[src/rtl/tfd_pkg.sv]
`default_nettype none

package tfd_pkg;

  localparam int unsigned ByteW      = 8;
  localparam int unsigned CountW     = 5;
  localparam int unsigned PayloadLen = 11;

  // frame layout
  localparam logic [CountW-1:0] TypeOff      = 5'd4;
  localparam logic [CountW-1:0] PayloadFirst = 5'd5;
  localparam logic [CountW-1:0] PayloadLast  = 5'd15;
  localparam logic [CountW-1:0] TailEOff     = 5'd18;
  localparam logic [CountW-1:0] TailNOff     = 5'd19;
  localparam logic [CountW-1:0] LastOff      = 5'd20;

  // marker bytes
  localparam logic [ByteW-1:0] SyncByte = 8'h7E;
  localparam logic [ByteW-1:0] TypeByte = 8'h01;
  localparam logic [ByteW-1:0] TailE    = 8'h45;
  localparam logic [ByteW-1:0] TailN    = 8'h4E;
  localparam logic [ByteW-1:0] TailD    = 8'h44;

  typedef logic [PayloadLen-1:0][ByteW-1:0] payload_t;

  // one finished frame as it travels from the front to the back
  typedef struct packed {
    logic     good;
    payload_t payload;
  } frame_t;

  // push request and queue full status passed from the front to the queue
  typedef struct packed {
    logic full;
    logic push;
  } q_ctl_t;

endpackage

`default_nettype wire

[src/rtl/tfd_front.sv]
`default_nettype none

module tfd_front
  import tfd_pkg::*;
(
  input  wire logic             clk_i,
  input  wire logic             rst_ni,
  input  wire logic             rx_valid_i,
  output logic                  rx_stall_o,
  input  wire logic [ByteW-1:0] rx_byte_i,
  input  wire logic             q_full_i,
  output q_ctl_t                q_ctl_o,
  output frame_t                frame_o
);

  logic [CountW-1:0] count_q, count_d;
  logic              first_sync_q, first_sync_d;
  logic              type_ok_q, type_ok_d;
  logic              tail_e_q, tail_e_d;
  logic              tail_n_q, tail_n_d;
  payload_t          payload_q;
  logic              accept;
  logic              is_sync;
  logic [CountW-1:0] pay_off;
  logic              in_payload;

  assign rx_stall_o = q_full_i;
  assign accept     = rx_valid_i & ~q_full_i;
  assign is_sync    = (rx_byte_i == SyncByte);
  assign pay_off    = count_q - PayloadFirst;
  assign in_payload = (count_q >= PayloadFirst) && (count_q <= PayloadLast);

  // byte count and running checks
  always_comb begin
    count_d      = count_q;
    first_sync_d = first_sync_q;
    type_ok_d    = type_ok_q;
    tail_e_d     = tail_e_q;
    tail_n_d     = tail_n_q;
    if (accept) begin
      priority if (count_q == '0) begin
        first_sync_d = is_sync;
        count_d      = 5'd1;
      end else if (count_q == 5'd1) begin
        // slide the header window by one byte when the pair is not 7E 7E
        if (first_sync_q && is_sync) begin
          count_d = 5'd2;
        end else begin
          first_sync_d = is_sync;
          count_d      = 5'd1;
        end
      end else if (count_q >= LastOff) begin
        count_d = '0;
      end else begin
        count_d = count_q + 5'd1;
        if (count_q == TypeOff)  type_ok_d = (rx_byte_i == TypeByte);
        if (count_q == TailEOff) tail_e_d  = (rx_byte_i == TailE);
        if (count_q == TailNOff) tail_n_d  = (rx_byte_i == TailN);
      end
    end
  end

  always_ff @(posedge clk_i or negedge rst_ni) begin
    if (!rst_ni) begin
      count_q      <= '0;
      first_sync_q <= 1'b0;
      type_ok_q    <= 1'b0;
      tail_e_q     <= 1'b0;
      tail_n_q     <= 1'b0;
    end else begin
      count_q      <= count_d;
      first_sync_q <= first_sync_d;
      type_ok_q    <= type_ok_d;
      tail_e_q     <= tail_e_d;
      tail_n_q     <= tail_n_d;
    end
  end

  always_ff @(posedge clk_i) begin
    if (accept && in_payload) begin
      payload_q[pay_off[3:0]] <= rx_byte_i;
    end
  end

  assign q_ctl_o.full  = q_full_i;
  assign q_ctl_o.push  = accept && (count_q >= LastOff);
  assign frame_o.good  = type_ok_q & tail_e_q & tail_n_q & (rx_byte_i == TailD);
  assign frame_o.payload = payload_q;

  a_count_range: assert property (@(posedge clk_i) disable iff (!rst_ni)
    count_q <= LastOff)
    else $error("byte count beyond frame length");

  a_count_clear: assert property (@(posedge clk_i) disable iff (!rst_ni)
    q_ctl_o.push |=> count_q == '0)
    else $error("count not cleared after a complete frame");

endmodule

`default_nettype wire

[src/rtl/tfd_queue.sv]
`default_nettype none

module tfd_queue
  import tfd_pkg::*;
#(
  parameter int unsigned Depth = 2
) (
  input  wire logic   clk_i,
  input  wire logic   rst_ni,
  input  wire q_ctl_t ctl_i,
  input  wire frame_t wr_data_i,
  output logic        full_o,
  output logic        rd_valid_o,
  input  wire logic   pop_i,
  output frame_t      rd_data_o
);

  localparam int unsigned PtrW = (Depth > 1) ? $clog2(Depth) : 1;
  localparam int unsigned CntW = $clog2(Depth + 1);
  localparam logic [PtrW-1:0] PtrLast = PtrW'(Depth - 1);
  localparam logic [CntW-1:0] CntFull = CntW'(Depth);

  frame_t            mem_q [Depth];
  logic [PtrW-1:0]   wr_ptr_q, wr_ptr_d;
  logic [PtrW-1:0]   rd_ptr_q, rd_ptr_d;
  logic [CntW-1:0]   cnt_q, cnt_d;
  logic              do_push, do_pop;

  assign full_o     = (cnt_q == CntFull);
  assign rd_valid_o = (cnt_q != '0);
  assign do_push    = ctl_i.push;
  assign do_pop     = pop_i & rd_valid_o;
  assign rd_data_o  = mem_q[rd_ptr_q];

  always_comb begin
    wr_ptr_d = wr_ptr_q;
    rd_ptr_d = rd_ptr_q;
    cnt_d    = cnt_q;
    if (do_push) wr_ptr_d = (wr_ptr_q == PtrLast) ? '0 : wr_ptr_q + PtrW'(1);
    if (do_pop)  rd_ptr_d = (rd_ptr_q == PtrLast) ? '0 : rd_ptr_q + PtrW'(1);
    unique case ({do_push, do_pop})
      2'b10:   cnt_d = cnt_q + CntW'(1);
      2'b01:   cnt_d = cnt_q - CntW'(1);
      default: cnt_d = cnt_q;
    endcase
  end

  always_ff @(posedge clk_i or negedge rst_ni) begin
    if (!rst_ni) begin
      wr_ptr_q <= '0;
      rd_ptr_q <= '0;
      cnt_q    <= '0;
    end else begin
      wr_ptr_q <= wr_ptr_d;
      rd_ptr_q <= rd_ptr_d;
      cnt_q    <= cnt_d;
    end
  end

  always_ff @(posedge clk_i) begin
    if (do_push) mem_q[wr_ptr_q] <= wr_data_i;
  end

  a_no_overflow: assert property (@(posedge clk_i) disable iff (!rst_ni)
    ctl_i.push |-> !ctl_i.full && !full_o)
    else $error("push into a full queue");

endmodule

`default_nettype wire

[src/rtl/tfd_back.sv]
`default_nettype none

module tfd_back
  import tfd_pkg::*;
(
  input  wire logic   clk_i,
  input  wire logic   rst_ni,
  input  wire logic   q_valid_i,
  input  wire frame_t q_data_i,
  output logic        pop_o,
  output logic        out_valid_o,
  input  wire logic   out_stall_i,
  output logic        good_o,
  output payload_t    payload_o
);

  logic     out_valid_q, out_valid_d;
  logic     good_q;
  payload_t payload_q;

  assign pop_o       = q_valid_i & (~out_valid_q | ~out_stall_i);
  assign out_valid_d = pop_o | (out_valid_q & out_stall_i);

  always_ff @(posedge clk_i or negedge rst_ni) begin
    if (!rst_ni) begin
      out_valid_q <= 1'b0;
    end else begin
      out_valid_q <= out_valid_d;
    end
  end

  // bad frames report an all-zero payload
  always_ff @(posedge clk_i) begin
    if (pop_o) begin
      good_q    <= q_data_i.good;
      payload_q <= q_data_i.good ? q_data_i.payload : '0;
    end
  end

  assign out_valid_o = out_valid_q;
  assign good_o      = good_q;
  assign payload_o   = payload_q;

  a_bad_zero: assert property (@(posedge clk_i) disable iff (!rst_ni)
    out_valid_q && !good_q |-> payload_q == '0)
    else $error("bad frame carries a nonzero payload");

endmodule

`default_nettype wire

[src/rtl/telemetry_frame_deframer.sv]
// a result passes from its 21st accepted byte through the frame queue into the output register
// throughput: one byte per cycle unless stalled; a result every 21 bytes at most
// rx_stall_o rises only while the frame queue is full (QueueDepth results held)
// reset: rst_ni async active low, clears byte count, queue pointers and output valid
// payload registers are not reset; they are always written before use
`default_nettype none

module telemetry_frame_deframer
  import tfd_pkg::*;
#(
  parameter int unsigned QueueDepth = 2
) (
  input  wire logic             clk_i,
  input  wire logic             rst_ni,
  // byte request channel
  input  wire logic             rx_valid_i,
  output logic                  rx_stall_o,
  input  wire logic [ByteW-1:0] rx_byte_i,
  // frame result channel
  output logic                  out_valid_o,
  input  wire logic             out_stall_i,
  output logic                  frame_good_o,
  output logic [ByteW-1:0]      group_reg_one_o,
  output logic [ByteW-1:0]      group_reg_two_o,
  output logic [ByteW-1:0]      group_reg_three_o,
  output logic [ByteW-1:0]      group_reg_four_o,
  output logic [ByteW-1:0]      group_reg_five_o,
  output logic [ByteW-1:0]      status_word_one_o,
  output logic [ByteW-1:0]      status_word_two_o,
  output logic [ByteW-1:0]      reread_bit_errors_o,
  output logic [ByteW-1:0]      reread_total_errors_o,
  output logic [ByteW-1:0]      work_status_o,
  output logic [ByteW-1:0]      device_status_o
);

  // front: header sync, byte count, running type/trailer checks, payload capture
  // queue: holds finished frames so the front keeps taking bytes under output stall until it fills
  // back: output register, masks the payload of bad frames

  q_ctl_t   q_ctl;
  frame_t   front_frame;
  frame_t   q_frame;
  logic     q_full;
  logic     q_valid;
  logic     q_pop;
  payload_t payload;

  tfd_front u_front (
    .clk_i      (clk_i),
    .rst_ni     (rst_ni),
    .rx_valid_i (rx_valid_i),
    .rx_stall_o (rx_stall_o),
    .rx_byte_i  (rx_byte_i),
    .q_full_i   (q_full),
    .q_ctl_o    (q_ctl),
    .frame_o    (front_frame)
  );

  tfd_queue #(
    .Depth (QueueDepth)
  ) u_queue (
    .clk_i      (clk_i),
    .rst_ni     (rst_ni),
    .ctl_i      (q_ctl),
    .wr_data_i  (front_frame),
    .full_o     (q_full),
    .rd_valid_o (q_valid),
    .pop_i      (q_pop),
    .rd_data_o  (q_frame)
  );

  tfd_back u_back (
    .clk_i       (clk_i),
    .rst_ni      (rst_ni),
    .q_valid_i   (q_valid),
    .q_data_i    (q_frame),
    .pop_o       (q_pop),
    .out_valid_o (out_valid_o),
    .out_stall_i (out_stall_i),
    .good_o      (frame_good_o),
    .payload_o   (payload)
  );

  // payload slot k holds frame offset 5 + k
  assign group_reg_one_o       = payload[0];
  assign group_reg_two_o       = payload[1];
  assign group_reg_three_o     = payload[2];
  assign group_reg_four_o      = payload[3];
  assign group_reg_five_o      = payload[4];
  assign status_word_one_o     = payload[5];
  assign status_word_two_o     = payload[6];
  assign reread_bit_errors_o   = payload[7];
  assign reread_total_errors_o = payload[8];
  assign work_status_o         = payload[9];
  assign device_status_o       = payload[10];

endmodule

`default_nettype wire
[config.mk]
export PLATFORM = sky130hd
export DESIGN_NAME = telemetry_frame_deframer
export DESIGN_NICKNAME = d
export VERILOG_FILES = /design/src/rtl/tfd_pkg.sv /design/src/rtl/tfd_front.sv /design/src/rtl/tfd_queue.sv /design/src/rtl/tfd_back.sv /design/src/rtl/telemetry_frame_deframer.sv
export SDC_FILE = /design/constraint.sdc
export NUM_CORES = 1
export LEC_CHECK = 0
export ABC_CLOCK_PERIOD_IN_PS = 8600
export BUFFER_PORTS_ARGS = -buffer_cell sky130_fd_sc_hd__buf_2
export CORE_MARGIN = 10
export CORE_UTILIZATION = 25
export DETAILED_ROUTE_END_ITERATION = 6
export PLACE_DENSITY = 0.51
export SKIP_LAST_GASP = 1
export SLEW_MARGIN = 20
export SYNTH_ARGS = -nofsm -noshare
export SYNTH_HDL_FRONTEND = slang
export SYNTH_SLANG_ARGS = --single-unit
[constraint.sdc]
create_clock -name clk_i -period 8.6 [get_ports clk_i]
set_input_delay 1.29 -clock clk_i [delete_from_list [all_inputs] [get_ports clk_i]]
set_output_delay 1.29 -clock clk_i [all_outputs]
set_load 0.05 [all_outputs]
==> metrics.txt <==
vias per cell=a little under 4; Die Area=a little over 0.06 mm²; min-delay worst type=reg2reg; via count=around 6000; Die Span Y=between 200 and 250 µm; setup_tns=0 ns; Starting Density=0.254; WS Path Type=in2reg; MaxCap Viol Count=0; ys flop type=edfxtp_1; Clock Latency Late Sink=around 0.53 ns; Worst Setup End Kind=flop; Worst slew margin=0.320; P&R area growth vs syn=19.4%; largest net degree at the start of global routing=a little under 70; core box area=between 0.05 and 0.06 mm²; power density cells=roughly 370 mW/mm²; asr flop ratio synth=0.0379; post-route ant nets=0; Die Wd=249 µm; I/O pin total=103; Post-synth EDFFs=between 300 and 400; cell area after synthesis=0.0131 mm²; synthesized net count=around 710; Post-route DRC=0; Flop pwr share=0.444; total chip power=~5700 µW; CTS buffer count=38; H-tree depth=2; synthesized flop and latch total=around 370; CTS Hold Buffers Added=0; Sw Ratio=0.356; initial DRC count=roughly 400; first-pass GRT wire length=just over 40 mm; share of cells above drive strength 1=0.215; Longest Clk Path Bufs=3; Final setup viols=0; status=complete, no violations; Worst VDD drop=0.163 mV; Worst Path Required=just under 9 ns; clock sinks=roughly 370; leakage=about 0.0055 µW; internal power=3700 µW; root buf cell=clkbuf_16; GP Congestion=0.710; Synth cell types=46; Routed WL=about 27 mm; gr ovfl total=0; CP max stage delay=slightly below 0.8 ns; GR Util All Layers=0.0841; dpl hpwl=around 16 mm; Fmax=between 200 and 300 MHz; Critical Path Start Type=input pin; combinational share of power=0.277; Max Slew Vio Count=0; clock skew=about 0.026 ns; std cell rows=83; RSZ-0062 raised after global routing=false; syn avg cell area=19.2 µm²; Setup Buffers After CTS=0; Mapped Cells=685; initial antenna violation count=5; final count of hold timing violations=0; Ys Warns=0; vias in the first global route=about 6300; Sw Pwr=between 2000 and 2500 µW; Slew @ Worst Pin=just over 1 ns; clock share of power=0.279; worst endpoint data arrival time=3.61 ns; Final min period=approximately 3.5 ns; Reg clk slew, reported paths=0.06 ns; peak fanout along the critical path=slightly above 60; routed len/inst=17.6 µm; cts repair resizes=0; First-pass DRT Iterations=4; final worst path period share=0.405; buffers added on ports=slightly above 100; slowest stage cell, crit path=buf_4; Final nets=approximately 830; CP cell instances=buf_2 -> and2_1 -> nand2_1 -> nor2_4 -> buf_4; CTS tree=built; Seq/Total Area, Yosys=0.839
## worst paths after layout
kind | endpoint | start | cells past startpoint | slack [ns]
max | u_queue.mem_q[0][16] | rx_valid_i | 5 | 5.12
min | u_queue.mem_q[1][13] | u_front.frame_o[13] | 0 | 0.42
max reg2reg | u_queue.mem_q[0][16] | u_queue.cnt_q[0] | 5 | 5.37
min reg2reg | u_queue.mem_q[1][13] | u_front.frame_o[13] | 0 | 0.42
max in group asynchronous | u_queue.rd_ptr_q | rst_ni | 1 | 7.66
min in group asynchronous | u_front.type_ok_q | rst_ni | 1 | 0.66
## area by class of cell
type	instances	area (µm²)
Inverter	5	18.8
Multi-Input combinational cell	287	2010
Clock buffer	45	998
Antenna cell	1	2.50
Fill cell	5009	35900
Timing Repair Buffer	109	563
Sequential cell	369	11000
Tap cell	680	851
Clock inverter	22	211
## critical path: cells and delay by family
| kind | cells | cell delay, ns |
|---|---|---|
| AND/OR/NAND/NOR | 3 | 1.33 |
| buffers and inverters | 2 | 0.88 |
## per-stage QoR
step | cell area [µm²] | worst slack (ns) | cells | utilization | hold slack [ns]
floorplan | 13100 | 1.81 | 685 | - | 0.421
global placement | 14500 | 4.59 | 1450 | 0.280 | 0.422
detailed placement | 14500 | 4.52 | 1450 | 0.280 | 0.429
CTS | 15700 | 5.06 | 1517 | 0.303 | 0.418
global route | 15700 | 4.92 | 1517 | 0.304 | 0.442
finish | 15700 | 5.12 | 1518 | 0.304 | 0.421
## power groups by stage
stage          Combinational [µW]  Sequential [µW]  Clock (µW)
2_1_floorplan                 599             3190           0
3_3_place_gp                 1620             2590           0
3_5_place_dp                 1630             2590           0
4_1_cts                      1640             2560        1650
5_1_grt                      1710             2590        1730
6_report                     1590             2550        1600
## cell families (layout without fill, tap and decap cells)
| logic type | Yosys count | after routing | share of synthesized area |
|---|---|---|---|
| adder cells (fa/ha/maj) | 9 | 9 | 0.00858 |
| other | 0 | 1 | 0 |
| AO/OA/AOI/OAI | 19 | 19 | 0.00973 |
| buffers and inverters | 29 | 181 | 0.0107 |
| XOR/XNOR | 6 | 6 | 0.00400 |
| AND/OR/NAND/NOR | 161 | 161 | 0.0573 |
| flip-flops | 369 | 369 | 0.839 |
| multiplexers | 92 | 92 | 0.0707 |
## cell usage after synthesis, types with 2 or more instances
library cell    n  share of area
edfxtp_1      355           0.81
nor2_1         99          0.028
mux2i_1        88          0.067
dfrtp_1        14          0.027
buf_2          13         0.0050
nand2_1        13         0.0037
ha_1            9         0.0086
o21ai_0         9         0.0034
clkbuf_1        7         0.0020
nand3_1         7         0.0027
and3_1          6         0.0029
nor3_1          6         0.0023
and2_1          5         0.0024
buf_4           4         0.0023
inv_1           4         0.0011
mux2_2          3         0.0026
nand3b_1        3         0.0017
nand4_1         3         0.0014
nor4_1          3         0.0014
xnor2_1         3         0.0020
xor2_1          3         0.0020
a21oi_1         2        0.00076
nor2b_1         2        0.00095
nor4b_1         2         0.0013
## registers in the layout (all words and copies together), names as in the netlist
register,count
u_queue.rd_ptr_q,1
u_front.tail_n_q,1
u_front.tail_e_q,1
u_queue.mem_q,178
u_back.payload_o,88
u_queue.wr_ptr_q,1
u_queue.cnt_q,2
u_front.frame_o,88
u_front.count_q,5
u_back.good_o,1
u_front.first_sync_q,1
u_back.out_valid_o,1
u_front.type_ok_q,1
## cell usage in the layout (no fill, tap or decap), types with 3 or more instances in the layout
master / Yosys / layout
nand3_1: 7 / 7
buf_4: 4 / 7
and2_1: 5 / 5
dfrtp_1: 14 / 13
clkinv_1: 0 / 8
ha_1: 9 / 9
nand3b_1: 3 / 3
mux2_2: 3 / 3
xnor2_1: 3 / 3
clkbuf_1: 7 / 6
bufinv_16: 0 / 4
nand4_1: 3 / 3
edfxtp_1: 355 / 355
inv_1: 4 / 4
clkinv_2: 0 / 7
and3_1: 6 / 5
nor2_1: 99 / 98
nand2_1: 13 / 13
mux2i_1: 88 / 88
nor4_1: 3 / 3
o21ai_0: 9 / 9
nor3_1: 6 / 5
xor2_1: 3 / 3
clkbuf_16: 0 / 39
buf_2: 13 / 102
## routing by layer
layer,GRT usage,vias to the layer above,share of wire
li1,-,2852,-
met1,0.101,2993,0.44
met2,0.142,105,0.49
met3,0.0231,52,0.045
met4,0.0307,10,0.024
met5,0,-,0.0025
Note: power is estimated with default switching activity, not from simulation.
